`src/sv/etmc_pkg.sv`:
```
// ----------------------------------------------------------------------------
// etmc_pkg: shared types, codes and ROMs of the escaped text converter
// Holds the channel words, the parser mode type, the error codes and the
// character, code and escape ROMs.
// ----------------------------------------------------------------------------
package etmc_pkg;

  // Character constants seen by the parser.
  localparam logic [7:0] CH_LF    = 8'h0a;
  localparam logic [7:0] CH_LBRK  = 8'h5b;
  localparam logic [7:0] CH_RBRK  = 8'h5d;
  localparam logic [7:0] CH_SLASH = 8'h2f;
  localparam logic [7:0] CH_BSL   = 8'h5c;

  // Machine code of the end-of-data record; it also closes a record.
  localparam logic [7:0] CODE_EOD = 8'h0a;

  // Error codes carried in the result word.
  localparam logic [2:0] ERR_OK       = 3'd0;
  localparam logic [2:0] ERR_ESCAPE   = 3'd1;
  localparam logic [2:0] ERR_STRING   = 3'd2;
  localparam logic [2:0] ERR_UNKNOWN  = 3'd3;
  localparam logic [2:0] ERR_OVERFLOW = 3'd4;

  // Output queue geometry.
  localparam int FIFO_DEPTH = 4;
  localparam int FIFO_AW    = 2;

  typedef enum logic [2:0] {
    M_NORMAL = 3'd0,
    M_OPEN   = 3'd1,
    M_CODE   = 3'd2,
    M_BSL    = 3'd3,
    M_ESC    = 3'd4,
    M_SKIP   = 3'd5,
    M_HALT   = 3'd6
  } mode_t;

  typedef struct packed {
    logic       func;
    logic [7:0] ch;
  } in_word_t;

  typedef struct packed {
    logic [7:0] code;
    logic [6:0] position;
    logic       line_end;
    logic [6:0] fill_count;
    logic [2:0] error;
  } out_word_t;

  // Result words produced for one accepted input word.
  typedef struct packed {
    logic [1:0] count;
    out_word_t  word0;
    out_word_t  word1;
  } push_t;

  // Machine code of a plain text byte; unmapped bytes give zero.
  function automatic logic [7:0] plain_map(input logic [7:0] c);
    logic [7:0] t;
    unique case (c)
      8'h2d: t = 8'h00;  8'h79: t = 8'h01;  8'h20: t = 8'h03;  8'h08: t = 8'h13;
      8'h71: t = 8'h04;  8'h70: t = 8'h05;  8'h3d: t = 8'h06;  8'h6a: t = 8'h07;
      8'h2f: t = 8'h09;  8'h2c: t = 8'h8c;  8'h66: t = 8'h0e;  8'h67: t = 8'h0f;
      8'h77: t = 8'h10;  8'h73: t = 8'h11;  8'h69: t = 8'h14;  8'h27: t = 8'h15;
      8'h2e: t = 8'h96;  8'h5b: t = 8'h17;  8'h0a: t = 8'h33;  8'h6f: t = 8'h19;
      8'h09: t = 8'h23;  8'h61: t = 8'h1c;  8'h72: t = 8'h1d;  8'h76: t = 8'h1e;
      8'h6d: t = 8'h1f;  8'h62: t = 8'h20;  8'h68: t = 8'h21;  8'h6b: t = 8'h24;
      8'h65: t = 8'h25;  8'h6e: t = 8'h26;  8'h74: t = 8'h27;  8'h6c: t = 8'h29;
      8'h63: t = 8'h2c;  8'h64: t = 8'h2d;  8'h75: t = 8'h2e;  8'h78: t = 8'h2f;
      8'h39: t = 8'h30;  8'h30: t = 8'h31;  8'h36: t = 8'h34;  8'h35: t = 8'h35;
      8'h32: t = 8'h36;  8'h7a: t = 8'h37;  8'h34: t = 8'h39;  8'h38: t = 8'h3c;
      8'h37: t = 8'h3d;  8'h33: t = 8'h3e;  8'h31: t = 8'h3f;
      8'h5f: t = 8'h80;  8'h59: t = 8'h81;  8'h51: t = 8'h84;  8'h50: t = 8'h85;
      8'h2b: t = 8'h86;  8'h4a: t = 8'h87;  8'h3f: t = 8'h89;  8'h3a: t = 8'h8d;
      8'h46: t = 8'h8e;  8'h47: t = 8'h8f;  8'h57: t = 8'h90;  8'h53: t = 8'h91;
      8'h7c: t = 8'h92;  8'h49: t = 8'h94;  8'h22: t = 8'h95;  8'h7b: t = 8'h97;
      8'h4f: t = 8'h99;  8'h41: t = 8'h9c;  8'h52: t = 8'h9d;  8'h56: t = 8'h9e;
      8'h4d: t = 8'h9f;  8'h42: t = 8'ha0;  8'h48: t = 8'ha1;  8'h4b: t = 8'ha4;
      8'h45: t = 8'ha5;  8'h4e: t = 8'ha6;  8'h54: t = 8'ha7;  8'h4c: t = 8'ha9;
      8'h43: t = 8'hac;  8'h44: t = 8'had;  8'h55: t = 8'hae;  8'h58: t = 8'haf;
      8'h28: t = 8'hb0;  8'h29: t = 8'hb1;  8'h5e: t = 8'hb4;  8'h25: t = 8'hb5;
      8'h40: t = 8'hb6;  8'h5a: t = 8'hb7;  8'h24: t = 8'hb9;  8'h2a: t = 8'hbc;
      8'h26: t = 8'hbd;  8'h23: t = 8'hbe;  8'h21: t = 8'hbf;
      default: t = 8'h00;
    endcase
    return t;
  endfunction

  // Machine code selected by a bracketed code character; zero means unknown.
  function automatic logic [7:0] code_map(input logic [7:0] c);
    logic [7:0] t;
    unique case (c)
      8'h20: t = 8'h02;  8'h08: t = 8'h12;  8'h09: t = 8'h22;  8'h0a: t = 8'h32;
      8'h2d: t = 8'h08;  8'h77: t = 8'h18;  8'h62: t = 8'h28;  8'h39: t = 8'h38;
      8'h2f: t = 8'h0a;  8'h6f: t = 8'h1a;  8'h6c: t = 8'h2a;  8'h34: t = 8'h3a;
      8'h67: t = 8'h0b;  8'h6d: t = 8'h1b;  8'h78: t = 8'h2b;  8'h31: t = 8'h3b;
      default: t = 8'h00;
    endcase
    return t;
  endfunction

  // Escape letter to control character, either case; zero means bad escape.
  function automatic logic [7:0] escape_map(input logic [7:0] e);
    logic [7:0] t;
    unique case (e) inside
      8'h62, 8'h42: t = 8'h08;
      8'h6e, 8'h4e: t = 8'h0a;
      8'h74, 8'h54: t = 8'h09;
      default:      t = 8'h00;
    endcase
    return t;
  endfunction

endpackage

```
`src/sv/etmc_parse.sv`:
```
// ----------------------------------------------------------------------------
// etmc_parse: text parser and line position tracker
// Holds the parser state and turns each accepted word into zero, one or two
// result words for the output queue.
// ----------------------------------------------------------------------------
module etmc_parse
  import etmc_pkg::*;
#(
  parameter int LINE_LEN = 100
) (
  input  logic     clk,
  input  logic     rst_n,
  input  logic     in_fire,
  input  in_word_t in_word,
  output push_t    push
);

  localparam logic [6:0] LAST_POS = 7'(LINE_LEN - 1);

  mode_t      mode_r, mode_nxt;
  logic [7:0] held_r, held_nxt;
  logic [6:0] pos_r, pos_nxt;
  logic       eod_r, eod_nxt;

  logic       do_close, do_emit, em_raw, set_eod;
  logic [7:0] em_c, em_t, esc_c, close_t;
  logic       fail_now, emit_ok, emit_close, eoi, eoi_mid;
  logic [2:0] fail_err;

  assign esc_c   = escape_map(in_word.ch);
  assign close_t = code_map(held_r);

  // Next state and the decision of what, if anything, goes out.
  always_comb begin
    mode_nxt   = mode_r;
    held_nxt   = held_r;
    pos_nxt    = pos_r;
    eod_nxt    = eod_r;
    do_close   = 1'b0;
    do_emit    = 1'b0;
    em_raw     = 1'b0;
    em_c       = 8'h00;
    em_t       = 8'h00;
    set_eod    = 1'b0;
    fail_now   = 1'b0;
    fail_err   = ERR_OK;
    emit_ok    = 1'b0;
    emit_close = 1'b0;
    eoi        = 1'b0;
    eoi_mid    = 1'b0;
    if (in_fire && in_word.func) begin
      // End of input: flush an open line as an error, then return to reset.
      eoi      = 1'b1;
      eoi_mid  = (mode_r == M_OPEN) || (mode_r == M_CODE) || (mode_r == M_BSL) ||
                 (mode_r == M_ESC) || ((mode_r == M_NORMAL) && (pos_r != 7'd0));
      mode_nxt = M_NORMAL;
      held_nxt = 8'h00;
      pos_nxt  = 7'd0;
      eod_nxt  = 1'b0;
    end else if (in_fire) begin
      unique case (mode_r)
        M_NORMAL: begin
          eod_nxt = 1'b0;
          if (in_word.ch == CH_LBRK) begin
            mode_nxt = M_OPEN;
          end else begin
            do_emit = 1'b1;
            em_c    = in_word.ch;
            em_t    = plain_map(in_word.ch);
            em_raw  = 1'b1;
          end
        end
        M_OPEN: begin
          if (in_word.ch == CH_LF) begin
            fail_now = 1'b1;
            fail_err = ERR_STRING;
          end else begin
            held_nxt = in_word.ch;
            mode_nxt = M_CODE;
          end
        end
        M_CODE: begin
          if (in_word.ch == CH_BSL) begin
            mode_nxt = M_BSL;
          end else begin
            do_close = 1'b1;
          end
        end
        M_BSL: begin
          if (esc_c == 8'h00) begin
            fail_now = 1'b1;
            fail_err = ERR_ESCAPE;
          end else begin
            held_nxt = esc_c;
            mode_nxt = M_ESC;
          end
        end
        M_ESC: begin
          do_close = 1'b1;
        end
        M_SKIP: begin
          if (in_word.ch == CH_LF) begin
            mode_nxt = M_NORMAL;
          end
        end
        M_HALT: begin
        end
        default: begin
        end
      endcase

      // Closing bracket of a code sequence.
      if (do_close) begin
        if (in_word.ch != CH_RBRK) begin
          fail_now = 1'b1;
          fail_err = ERR_STRING;
        end else if (close_t == 8'h00) begin
          fail_now = 1'b1;
          fail_err = ERR_UNKNOWN;
        end else begin
          held_nxt = 8'h00;
          do_emit  = 1'b1;
          set_eod  = (held_r == CH_SLASH);
          em_c     = (held_r == CH_SLASH) ? CH_LF : held_r;
          em_t     = close_t;
        end
      end

      // Place the code in the record, closing it on a newline.
      if (do_emit) begin
        if ((em_c == CH_LF) || (em_t == CODE_EOD)) begin
          if (em_c != CH_LF) begin
            fail_now = 1'b1;
            fail_err = ERR_OVERFLOW;
          end else begin
            emit_ok    = 1'b1;
            emit_close = 1'b1;
            pos_nxt    = 7'd0;
            mode_nxt   = em_raw ? M_NORMAL : M_SKIP;
          end
        end else if (pos_r >= LAST_POS) begin
          fail_now = 1'b1;
          fail_err = ERR_OVERFLOW;
        end else begin
          emit_ok  = 1'b1;
          pos_nxt  = pos_r + 7'd1;
          mode_nxt = M_NORMAL;
        end
      end

      if (fail_now) begin
        mode_nxt = M_HALT;
        eod_nxt  = 1'b0;
        pos_nxt  = 7'd0;
        held_nxt = 8'h00;
      end else if (set_eod) begin
        eod_nxt = 1'b1;
      end
    end
  end

  // Result words.
  always_comb begin
    out_word_t fail_w, eod_w, emit_w;
    fail_w = '{code: 8'h00, position: pos_r, line_end: 1'b1,
               fill_count: 7'd0, error: ERR_OVERFLOW};
    eod_w  = '{code: CODE_EOD, position: 7'd0, line_end: 1'b1,
               fill_count: LAST_POS, error: ERR_OK};
    emit_w = '{code: em_t, position: pos_r, line_end: emit_close,
               fill_count: emit_close ? (LAST_POS - pos_r) : 7'd0, error: ERR_OK};
    push.count = 2'd0;
    push.word0 = eod_w;
    push.word1 = eod_w;
    if (eoi) begin
      if (eoi_mid) begin
        push.count = 2'd2;
        push.word0 = fail_w;
      end else if (!eod_r) begin
        push.count = 2'd1;
      end
    end else if (fail_now) begin
      push.count       = 2'd1;
      push.word0       = fail_w;
      push.word0.error = fail_err;
    end else if (emit_ok) begin
      push.count = 2'd1;
      push.word0 = emit_w;
    end
  end

  always_ff @(posedge clk) begin
    if (!rst_n) begin
      mode_r <= M_NORMAL;
      held_r <= 8'h00;
      pos_r  <= 7'd0;
      eod_r  <= 1'b0;
    end else begin
      mode_r <= mode_nxt;
      held_r <= held_nxt;
      pos_r  <= pos_nxt;
      eod_r  <= eod_nxt;
    end
  end

endmodule

```
`src/sv/etmc_fifo.sv`:
```
// ----------------------------------------------------------------------------
// etmc_fifo: small result queue
// Takes up to two result words per cycle and delivers one per cycle while
// out_ready is high. Ready is raised while room for two more words remains.
// ----------------------------------------------------------------------------
module etmc_fifo
  import etmc_pkg::*;
(
  input  logic      clk,
  input  logic      rst_n,
  input  push_t     push,
  output logic      space_ok,
  output logic      out_valid,
  input  logic      out_ready,
  output out_word_t out_data
);

  localparam logic [FIFO_AW:0] ROOM_LIMIT = (FIFO_AW + 1)'(FIFO_DEPTH - 2);

  out_word_t          mem_r [FIFO_DEPTH];
  logic [FIFO_AW-1:0] wr_ptr_r, wr_ptr_nxt;
  logic [FIFO_AW-1:0] rd_ptr_r, rd_ptr_nxt;
  logic [FIFO_AW:0]   count_r, count_nxt;
  logic               pop;
  logic [FIFO_AW-1:0] wr_ptr_p1;

  assign space_ok  = (count_r <= ROOM_LIMIT);
  assign out_valid = (count_r != '0);
  assign out_data  = mem_r[rd_ptr_r];
  assign pop       = out_valid && out_ready;
  assign wr_ptr_p1 = wr_ptr_r + FIFO_AW'(1);

  always_comb begin
    wr_ptr_nxt = wr_ptr_r + FIFO_AW'(push.count);
    rd_ptr_nxt = rd_ptr_r + FIFO_AW'(pop);
    count_nxt  = count_r + (FIFO_AW + 1)'(push.count) - (FIFO_AW + 1)'(pop);
  end

  always_ff @(posedge clk) begin
    if (push.count != 2'd0) begin
      mem_r[wr_ptr_r] <= push.word0;
    end
    if (push.count == 2'd2) begin
      mem_r[wr_ptr_p1] <= push.word1;
    end
  end

  always_ff @(posedge clk) begin
    if (!rst_n) begin
      wr_ptr_r <= '0;
      rd_ptr_r <= '0;
      count_r  <= '0;
    end else begin
      wr_ptr_r <= wr_ptr_nxt;
      rd_ptr_r <= rd_ptr_nxt;
      count_r  <= count_nxt;
    end
  end

endmodule

```
`src/sv/escaped_text_to_machine_code.sv`:
```
// A result word enters the result queue at the edge that accepts its input word.
// Throughput: one input word per cycle while in_ready is high.
// An end-of-input word may yield two results, which leave the queue one at a time.
// The four-entry result queue lowers in_ready when fewer than two places are free.
// Reset (synchronous, rst_n low) returns the parser to plain text mode and empties
// the queue; the block accepts words as soon as reset is released.
// ----------------------------------------------------------------------------
// escaped_text_to_machine_code: text to machine code line converter
// Converts a stream of text bytes, with bracketed code sequences, into line
// records of machine character codes with position and fill count.
// ----------------------------------------------------------------------------
module escaped_text_to_machine_code
  import etmc_pkg::*;
#(
  parameter int LINE_LEN = 100
) (
  input  logic      clk,
  input  logic      rst_n,
  input  logic      in_valid,
  output logic      in_ready,
  input  in_word_t  in_data,
  output logic      out_valid,
  input  logic      out_ready,
  output out_word_t out_data
);

  // A word is taken whenever the queue can absorb the worst case of two results.
  logic  in_fire;
  push_t push;

  assign in_fire = in_valid && in_ready;

  // The parser does all the work for a word in the cycle it is accepted:
  // mode decode, ROM lookups, record position and error checks.
  etmc_parse #(
    .LINE_LEN(LINE_LEN)
  ) u_parse (
    .clk    (clk),
    .rst_n  (rst_n),
    .in_fire(in_fire),
    .in_word(in_data),
    .push   (push)
  );

  // The queue separates the two sides so a stalled consumer does not
  // stop the parser until the queue fills.
  etmc_fifo u_fifo (
    .clk      (clk),
    .rst_n    (rst_n),
    .push     (push),
    .space_ok (in_ready),
    .out_valid(out_valid),
    .out_ready(out_ready),
    .out_data (out_data)
  );

endmodule

```
`config.mk`:
```
export PLATFORM = sky130hd
export DESIGN_NAME = escaped_text_to_machine_code
export DESIGN_NICKNAME = d
export VERILOG_FILES = /design/src/sv/etmc_pkg.sv /design/src/sv/etmc_parse.sv /design/src/sv/etmc_fifo.sv /design/src/sv/escaped_text_to_machine_code.sv
export SDC_FILE = /design/constraint.sdc
export NUM_CORES = 1
export LEC_CHECK = 0
export BUFFER_PORTS_ARGS = -buffer_cell sky130_fd_sc_hd__buf_2
export CAP_MARGIN = 20
export CORE_UTILIZATION = 25
export CTS_CLUSTER_SIZE = 30
export DETAILED_ROUTE_END_ITERATION = 16
export SYNTH_ARGS = -nofsm -noshare
export SYNTH_HDL_FRONTEND = slang
export SYNTH_SLANG_ARGS = --single-unit
```
`constraint.sdc`:
```
create_clock -name clk -period 4.8 [get_ports clk]
set_input_delay 0 -clock clk [delete_from_list [all_inputs] [get_ports clk]]
set_output_delay 0 -clock clk [all_outputs]
set_load 0.1 [all_outputs]
```
==> results.toml, run 1 <==
[status]
run_status = "finished, violations left"
failing_checks = "design-rule violations"

[yosys]
postSynthRegisterBits = 126
async_reset_ff_frac = 0
synth-edff-count = 0
synthFlopType = "sky130_fd_sc_hd__dfxtp_1"
post_synth_num_cell_types = 87
post_synth_instance_area_um2 = 7839
synth.avg_cell_area_um2 = 8.090
synth.top_cells.by_area = "sky130_fd_sc_hd__dfxtp_1 (32%), sky130_fd_sc_hd__mux4_2 (8.0%), sky130_fd_sc_hd__a21oi_1 (7.0%)"
synth_cells = 969
yosysWarnings = 0
syn-num-nets = 1003
synth_sequential_area_ratio = 0.3218
synthDominantCellAreaShare = 0.3218
library_cell_occupying_the_most_area_in_the_post_synthesis_netlist = "sky130_fd_sc_hd__dfxtp_1"

[die]
dieArea_um2 = 32070
fp.coreArea_um2 = 30750
initial_cell_density_of_the_core = 0.2549
floorplan.rows = 64
chipHeight_um = 179.1
chipWidth_um = 179.1
io_pins = 41

[final_layout]
share_of_layout_cells_above_drive_strength_1 = 0.1387
layout.cell_area.non_filler_um2 = 8871
layout.area.seq_um2 = 2524
area_delta_synth_final_pct = 13.17
final_instance_count_excl_fillers = 1362
most_common_cell_after_layout_fill_and_taps_aside = "sky130_fd_sc_hd__nand2_1"
finalNetCount = 987
final_cell_mix = "sky130_fd_sc_hd__nand2_1 (141), sky130_fd_sc_hd__dfxtp_1 (125), sky130_fd_sc_hd__a21oi_1 (108)"
antennaDiodeCount = 0
multi_input_comb_area_um2 = 4868
final.fill_count = 3313

[critical_path]
timing.critical_path.required_ns = 5.10
timing.critical_path.from_type = "flop"
cp_max_fo = 26
path_class = "reg -> reg"
timing.critical_path.arrival_ns = 4.02
endpoint_class_of_the_critical_path = "flop"

[placed_design]
dp.cells = 1328
placedInstanceArea_um2 = 8259
hpwlAfterDp_um = 16390
placer_congestion_estimate = 0.8570
port_buffers = 39

[clock_network]
number_of_cells_upsized_or_downsized_after_cts = 0
cts_max_level = 4
cts.clk_slew.worst_paths_ns = 0.06
tritoncts.num_buffers = 17
cts_buffer_depth = 2
clock-sinks = 126
tritoncts_clock_tree = "yes"
root_buffer = "sky130_fd_sc_hd__clkbuf_16"
clock_latency_ns = 0.42

[sta]
finalClockSkew_ns = 0.01551
setup_violators_final = 0
final.period_utilization = 0.7757
rsz0062_at_grt = "false"
finalMaxSlewViolations = 0
slew_of_the_pin_with_the_lowest_slew_margin_ns = 1.079
maxClockFrequency_mhz = 268.6
maxSlewHeadroom = 0.2760
fin_setup_tns_ns = 0
min_period_ns = 3.724
timing.final.hold_violations = 0

[grt]
antenna_violations_before_repair = 0
maximum_number_of_pins_on_one_net_before_global_route_repair = 49
grt_first_pass_wirelength_um = 37320
grt_pass1_vias = 6683
global_route.overflow_total = 0
gr-usage-all-layers = 0.1507

[drt]
drt_pass1_iterations = 13
route.vias.total = 7314
detail_route.drc_violations = 10
routed_via_density = 5.370
ant_nets = 0
post_drt_wl_per_cell_um = 17.64
total_routed_length_um = 24020
drt_iter0_drc = 531

[power]
leakage_nw = 3.147
p_total_mw = 4.302
vdd_drop_max_mv = 0.3330
cellPowerDensity_nw_per_um2 = 484.9

[job]
drv_cap = 0

[hold_path]
class_of_the_most_critical_hold_timing_path = "in -> reg"
==> timing repair <==
item | in CTS | in global routing
setup buffers | 0 | 0
endpoints found under the hold margin | 9 | 0
hold buffers | 2 | 0
==> cells in the mapped netlist, types with 7 or more instances <==
master,number
sky130_fd_sc_hd__ha_1,20
sky130_fd_sc_hd__nand2_1,141
sky130_fd_sc_hd__nor2b_1,12
sky130_fd_sc_hd__mux2i_1,7
sky130_fd_sc_hd__o32a_1,13
sky130_fd_sc_hd__clkbuf_1,53
sky130_fd_sc_hd__mux4_2,28
sky130_fd_sc_hd__and3_1,13
sky130_fd_sc_hd__inv_1,22
sky130_fd_sc_hd__xnor2_1,9
sky130_fd_sc_hd__nand3_1,56
sky130_fd_sc_hd__a31oi_1,10
sky130_fd_sc_hd__o21ai_0,46
sky130_fd_sc_hd__nor2_1,58
sky130_fd_sc_hd__o22ai_1,8
sky130_fd_sc_hd__a21oi_1,110
sky130_fd_sc_hd__nand2b_1,18
sky130_fd_sc_hd__a211oi_1,13
sky130_fd_sc_hd__buf_2,26
sky130_fd_sc_hd__a22o_1,7
sky130_fd_sc_hd__and2_1,15
sky130_fd_sc_hd__nor3_1,18
sky130_fd_sc_hd__or3_1,9
sky130_fd_sc_hd__xor2_1,7
sky130_fd_sc_hd__dfxtp_1,126
==> report_power, final <==
group / switching (mW) / internal (mW)
clock network: 0.490 / 0.796
logic: 1.14 / 0.464
registers: 0.173 / 1.24
==> critical path, cell delays in order (launching register included) <==
cell and delay, ns:
sky130_fd_sc_hd__dfxtp_1 0.48, sky130_fd_sc_hd__inv_1 0.13, sky130_fd_sc_hd__ha_1 0.26, sky130_fd_sc_hd__nor4b_1 0.16
sky130_fd_sc_hd__nand3_1 0.11, sky130_fd_sc_hd__a31o_2 0.30, sky130_fd_sc_hd__and2_1 0.33, sky130_fd_sc_hd__clkinv_1 0.29
sky130_fd_sc_hd__nand2_1 0.22, sky130_fd_sc_hd__and2_1 0.87, sky130_fd_sc_hd__nand2_1 0.24, sky130_fd_sc_hd__o32a_1 0.21
==> cell type report <==
class | instances | share of cell area
clock buffers | 21 | 0.05190
flip-flops and latches | 126 | 0.2845
repair buffers | 53 | 0.03441
inverters | 23 | 0.009732
well taps | 396 | 0.05585
clock inverters | 11 | 0.01481
multi-input cells | 732 | 0.5488
==> sequential cells by signal (all words and copies together), names as in the netlist <==
signal,count
u_parse.eod_r,1
u_parse.held_r,8
u_parse.mode_r,3
u_fifo.rd_ptr_r,2
u_fifo.wr_ptr_r,2
u_parse.pos_r,7
u_fifo.count_r,3
u_fifo.mem_r,100
==> kinds of logic (layout without fill, tap and decap cells) <==
kind of cell / count (synthesis) / after routing / synth area share
compound gates: 282 / 282 / 0.2394
xor+xnor: 16 / 16 / 0.01788
fa+ha+maj: 21 / 21 / 0.03448
buf+inv: 111 / 108 / 0.05922
flops: 126 / 126 / 0.3218
mux: 38 / 38 / 0.09369
other cells: 1 / 1 / 0.0004784
simple gates: 374 / 374 / 0.2330
==> metrics by stage <==
step / util / setup WS, ns / hold slack [ns]
floorplan: - / 0.4301 / 0.1257
global placement: 0.2686 / 1.078 / 0.3319
detailed placement: 0.2686 / 1.017 / 0.3417
CTS: 0.2885 / 1.116 / 0.08595
global route: 0.2885 / 0.8099 / 0.09386
finish: 0.2885 / 1.076 / 0.1029
==> worst paths after layout <==
check,startpoint,slack (ns),depth (start not counted),endpoint
max,u_parse.pos_r[2],1.08,11,u_fifo.mem_r[0][9]
min,in_data[5],0.10,2,u_parse.held_r[5]
max reg2reg,u_parse.pos_r[2],1.08,11,u_fifo.mem_r[0][9]
min reg2reg,u_fifo.mem_r[1][6],0.45,2,u_fifo.mem_r[1][6]
==> routing by layer <==
metal	wire length, um	vias to the layer above	global-route usage
li1	-	3517	-
met1	10650	3517	0.1962
met2	11360	249	0.2487
met3	1452	31	0.02587
met4	561	0	0.05297
met5	0	-	0
Note: power is estimated with default switching activity, not from simulation.
==> inputs of run 2 (changes only) <==
Clock period 4.8 ns to 3.56 ns, I/O delays scaled along.
==> run 2 against run 1 <==
  * Cell count grew 3.2%
  * The flow still finishes with violations (design-rule violations)
  * Clock power is 32% higher
  * Power increased by 36%
  * Flip-flop and latch count stayed put
  * Count of clock-buffer cells in the layout fell by 3
  * Core utilization up 1.0 points
  * Sequential power increased by 34%
  * Clock skew down 0.0060 ns
  * First-iteration DRC count rose by 18%
  * Sequential share of layout area is 0.98 points lower
  * Largest cell class unchanged
==> results.toml, run 2 (synthesized netlist as in run 1, its figures left out) <==
[power]
vdd_drop_max_mv = 0.4771
cellPowerDensity_nw_per_um2 = 637.3
leakage_nw = 3.359

[grt]
grt_pass1_vias = 6949
grt_first_pass_wirelength_um = 39150
gr-usage-all-layers = 0.1583
antenna_violations_before_repair = 1
maximum_number_of_pins_on_one_net_before_global_route_repair = 46
global_route.overflow_total = 0

[die]
dieArea_um2 = 32070
chipWidth_um = 179.1
floorplan.rows = 64
initial_cell_density_of_the_core = 0.2549
chipHeight_um = 179.1
fp.coreArea_um2 = 30750
io_pins = 41

[drt]
detail_route.drc_violations = 4
drt_iter0_drc = 626
drt_pass1_iterations = 11
post_drt_wl_per_cell_um = 17.57
ant_nets = 0
route.vias.total = 7513
total_routed_length_um = 24710
routed_via_density = 5.344

[critical_path]
cpPeakStageDelay_ns = 0.37
endpoint_class_of_the_critical_path = "flop"
timing.critical_path.arrival_ns = 3.58
cp_max_fo = 4
timing.critical_path.from_type = "flop"
path_class = "reg -> reg"
worst_path_max_delay_cell = "sky130_fd_sc_hd__fa_1"
timing.critical_path.required_ns = 3.89
timing.critical_path.cells = "inv_1 > ha_1 > nor4b_1 > nand3_1 > a31o_2 > and2_1 > o31a_1 > nand2b_1 > ha_1 > inv_1 > ha_1 > inv_1 > fa_1 > xor2_1 > xnor2_1 > and2_1"

[sta]
maxClockFrequency_mhz = 307.8
setup_violators_final = 0
rsz0062_at_grt = "false"
fin_setup_tns_ns = 0
maxSlewHeadroom = 0.2582
final.period_utilization = 0.9126
timing.final.hold_violations = 0
min_period_ns = 3.249
hold_ws_ns = 0.09861
finalMaxSlewViolations = 0
slew_of_the_pin_with_the_lowest_slew_margin_ns = 1.113
finalClockSkew_ns = 0.009551
post-route-worst-setup-slack_ns = 0.3111

[placed_design]
post-place-ws_ns = 0.3333
port_buffers = 39
placedInstanceArea_um2 = 8593
hpwlAfterDp_um = 17040
placer_congestion_estimate = 0.9092

[final_layout]
share_of_layout_cells_above_drive_strength_1 = 0.1784
final_cell_mix = "sky130_fd_sc_hd__nand2_1 (141), sky130_fd_sc_hd__dfxtp_1 (125), sky130_fd_sc_hd__a21oi_1 (107)"
most_common_cell_after_layout_fill_and_taps_aside = "sky130_fd_sc_hd__nand2_1"
finalNetCount = 1030
max_flop_register = "u_fifo.mem_r"
area_delta_synth_final_pct = 17.22
post-route-util = 0.2988
layout.cell_area.non_filler_um2 = 9189
leading_registers_by_flop_count = "u_fifo.mem_r x100, u_parse.held_r x8, u_parse.pos_r x7"
largest_register_ffs = 100

[clock_network]
clock_latency_ns = 0.43
root_buffer = "sky130_fd_sc_hd__clkbuf_16"
cts_buffer_depth = 2
clock-sinks = 126
tritoncts.num_buffers = 17
cts_max_level = 4
cts.clk_slew.worst_paths_ns = 0.06
post-cts-setup-buffers = 0
tritoncts_clock_tree = "yes"
cts_hold_buf = 2
number_of_cells_upsized_or_downsized_after_cts = 0

[status]
failing_checks = "design-rule violations"
run_status = "finished, violations left"

[hold_path]
class_of_the_most_critical_hold_timing_path = "in -> reg"

[job]
drv_cap = 0
## run 2: per-layer routing
layer	vias up	routed length, um	global-route usage
met5	-	0	0
met4	0	609	0.05756
met3	44	1810	0.02735
met2	283	11300	0.2519
met1	3593	10990	0.2128
li1	3593	-	-
## run 2: final cells by class
cell class,instances,area (um2)
diodes,1,2.502
multi-input cells,732,4880
repair buffers,96,628.1
fillers,3293,21560
clock buffers,18,439.2
flip-flops and latches,126,2524
inverters,23,86.33
clock inverters,14,133.9
well taps,396,495.5
## run 2: stage by stage
step                power [mW]  std cells
floorplan                3.633        969
global route             6.141       1405
detailed placement       4.178       1371
CTS                      5.878       1405
finish                   5.856       1406
global placement         4.156       1371
## run 2: critical path: cells and delay by family (launching register included)
family                   cells  cell delay (ns)
adder cells (fa/ha/maj)      4             1.03
AND/OR/NAND/NOR              5             0.92
AO/OA/AOI/OAI                2             0.45
flip-flops                   1             0.31
XOR/XNOR                     2             0.28
buffers and inverters        3             0.18
## run 2: final timing paths
kind,start,endpoint,slack (ns),depth (start not counted)
worst max-delay path,u_parse.pos_r[2],u_fifo.count_r[2],0.31,16
worst min-delay path,in_data[8],u_fifo.mem_r[3][19],0.1,3
worst min register to register,u_fifo.mem_r[0][6],u_fifo.mem_r[0][6],0.45,2
worst max register to register,u_parse.pos_r[2],u_fifo.count_r[2],0.31,16
## run 2: power by group
group	switching, mW	internal (mW)
combinational	1.57	0.696
clock	0.711	0.988
sequential	0.219	1.67
==> inputs of run 3 (changes only) <==
--- a/config.mk
+++ b/config.mk
@@ -9,4 +9,5 @@
 export CAP_MARGIN = 20
 export CORE_UTILIZATION = 25
+export CTS_CLUSTER_DIAMETER = 80
 export CTS_CLUSTER_SIZE = 30
 export DETAILED_ROUTE_END_ITERATION = 16
==> constraint.sdc (replaced) <==
create_clock -name clk -period 3.56 [get_ports clk]
set_input_delay 0 -clock clk [delete_from_list [all_inputs] [get_ports clk]]
set_output_delay 0 -clock clk [all_outputs]
set_load 0.05 [all_outputs]
==> run 3 against run 2 <==
  * The flow still finishes with violations (design-rule violations)
  * First-iteration DRC count is 13% lower
  * Cell count stayed put
  * Register-to-register slack worse by 0.04 ns
  * Sequential power hardly changed
  * Largest cell class unchanged
  * Largest power group unchanged
==> results.toml, run 3 (synthesized netlist as in run 1, its figures left out) <==
[drt]
ant_nets = 0
drt_iter0_drc = 544
routed_via_density = 5.312
total_routed_length_um = 24920
post_drt_wl_per_cell_um = 17.72
drt_pass1_iterations = 11
detail_route.drc_violations = 12
route.vias.total = 7468

[final_layout]
leading_registers_by_flop_count = "u_fifo.mem_r x100, u_parse.held_r x8, u_parse.pos_r x7"
most_common_cell_after_layout_fill_and_taps_aside = "sky130_fd_sc_hd__nand2_1"
layout.cell_area.non_filler_um2 = 9185
layout.area.seq_um2 = 2524
final.fill_count = 3313
final_cell_mix = "sky130_fd_sc_hd__nand2_1 (141), sky130_fd_sc_hd__dfxtp_1 (125), sky130_fd_sc_hd__a21oi_1 (107)"
finalNetCount = 1032
share_of_layout_cells_above_drive_strength_1 = 0.1754
largest_register_ffs = 100
post-route-util = 0.2987
final_instance_count_excl_fillers = 1406
max_flop_register = "u_fifo.mem_r"
multi_input_comb_area_um2 = 4872
area_delta_synth_final_pct = 17.17

[clock_network]
cts_buffer_depth = 2
tritoncts_clock_tree = "yes"
tritoncts.num_buffers = 17
cts_max_level = 4
root_buffer = "sky130_fd_sc_hd__clkbuf_16"
clock_latency_ns = 0.42
clock-sinks = 126
cts.clk_slew.worst_paths_ns = 0.06
post-cts-setup-buffers = 0
number_of_cells_upsized_or_downsized_after_cts = 0

[die]
initial_cell_density_of_the_core = 0.2549
chipWidth_um = 179.1
chipHeight_um = 179.1
dieArea_um2 = 32070
io_pins = 41
floorplan.rows = 64
fp.coreArea_um2 = 30750

[grt]
gr-usage-all-layers = 0.1596
global_route.overflow_total = 0
grt_pass1_vias = 7128
antenna_violations_before_repair = 1
grt_first_pass_wirelength_um = 39470
maximum_number_of_pins_on_one_net_before_global_route_repair = 45

[power]
leakage_nw = 3.358
cellPowerDensity_nw_per_um2 = 594.1
vdd_drop_max_mv = 0.3539
p_total_mw = 5.457

[sta]
rsz0062_at_grt = "false"
maxClockFrequency_mhz = 303.6
min_period_ns = 3.293
timing.final.hold_violations = 0
post-route-worst-setup-slack_ns = 0.2667
fin_setup_tns_ns = 0
finalMaxSlewViolations = 0
finalClockSkew_ns = 0.01081
hold_ws_ns = 0.09399
final.period_utilization = 0.9251
maxSlewHeadroom = 0.2595
setup_violators_final = 0
slew_of_the_pin_with_the_lowest_slew_margin_ns = 1.111

[placed_design]
port_buffers = 39
hpwlAfterDp_um = 17340
placer_congestion_estimate = 0.9164
placedInstanceArea_um2 = 8598
post-place-ws_ns = 0.2719
dp.cells = 1371

[hold_path]
min_to = "u_fifo.mem_r[3][19]"
class_of_the_most_critical_hold_timing_path = "in -> reg"
hold_path.startpoint = "in_data[8]"
hold-path-cell-count = 3

[critical_path]
timing.critical_path.cells = "nor3_2 > nand3_1 > a31o_2 > and2_1 > buf_4 > clkinv_1 > nand2_1 > and2_1 > nand2_1 > o32a_1"
endpoint_class_of_the_critical_path = "flop"
timing.critical_path.arrival_ns = 3.60
rr_worst_depth = 10
path_class = "reg -> reg"
worst_path_max_delay_cell = "sky130_fd_sc_hd__and2_1"
endpoint_of_the_worst_register_to_register_path = "u_fifo.mem_r[0][21]"
timing.critical_path.from_type = "flop"
regToRegSetupSlack_ns = 0.27
cell_type_group_with_the_largest_total_delay_on_the_critical_path = "simple AND/OR/NAND/NOR gates"
timing.critical_path.required_ns = 3.87
path_buf_inv = 2
cpPeakStageDelay_ns = 0.90
cp_max_fo = 26
r2r_start = "u_parse.mode_r[1]"

[status]
failing_checks = "design-rule violations"
run_status = "finished, violations left"

[job]
drv_cap = 0
==> run 3: changes by cell type in the layout (fill, tap and decap cells not counted) <==
cell and change:
sky130_fd_sc_hd__buf_12 +1, sky130_fd_sc_hd__inv_8 -1, sky130_fd_sc_hd__clkinvlp_4 -1, sky130_fd_sc_hd__buf_4 -1
sky130_fd_sc_hd__a21oi_2 +1, sky130_fd_sc_hd__clkbuf_8 -1, sky130_fd_sc_hd__clkbuf_1 +1, sky130_fd_sc_hd__a21oi_4 -1
sky130_fd_sc_hd__dlygate4sd3_1 +2
==> run 3: how the worst max path moves through the flow <==
stage                       from                  end  cells past startpoint
2_1_floorplan         in_data[0]    u_fifo.count_r[2]                     20
3_3_place_gp   u_parse.mode_r[1]  u_fifo.mem_r[0][21]                     10
3_5_place_dp   u_parse.mode_r[1]  u_fifo.mem_r[0][19]                     10
4_1_cts        u_parse.mode_r[1]  u_fifo.mem_r[0][19]                     10
5_1_grt        u_parse.mode_r[1]  u_fifo.mem_r[0][19]                     10
6_report       u_parse.mode_r[1]  u_fifo.mem_r[0][21]                     10
==> run 3: cell type report <==
class | count | share of cell area
sequential | 126 | 0.2748
inverter | 23 | 0.009399
tap | 396 | 0.05394
timing repair buffer | 98 | 0.07192
antenna | 1 | 0.0002724
clock inverter | 12 | 0.01253
multi-input combinational | 732 | 0.5304
clock buffer | 18 | 0.04672
==> run 3: report_power, final <==
part | switching, mW | internal, mW
registers | 0.223 | 1.67
clock network | 0.675 | 0.957
logic | 1.24 | 0.695
total | 2.14 | 3.32
==> run 3: worst register-to-register path, delay by kind of cell, from the launching register on <==
family                 cells  cell delay (ns)
flip-flops                 1             0.67
buffers and inverters      2             0.36
AO/OA/AOI/OAI              2             0.36
AND/OR/NAND/NOR            6             1.79
==> run 3: metal layers <==
metal,vias up,GRT usage,share of wire
met5,-,0,0
met4,0,0.06250,0.022
met3,47,0.02142,0.052
met2,255,0.2600,0.47
met1,3558,0.2120,0.45
li1,3608,-,-
==> run 3: timing repair <==
action                                 in CTS  in global routing
setup endpoints to repair                   0                  0
hold buffers                                4                  0
endpoints found under the hold margin      10                  0
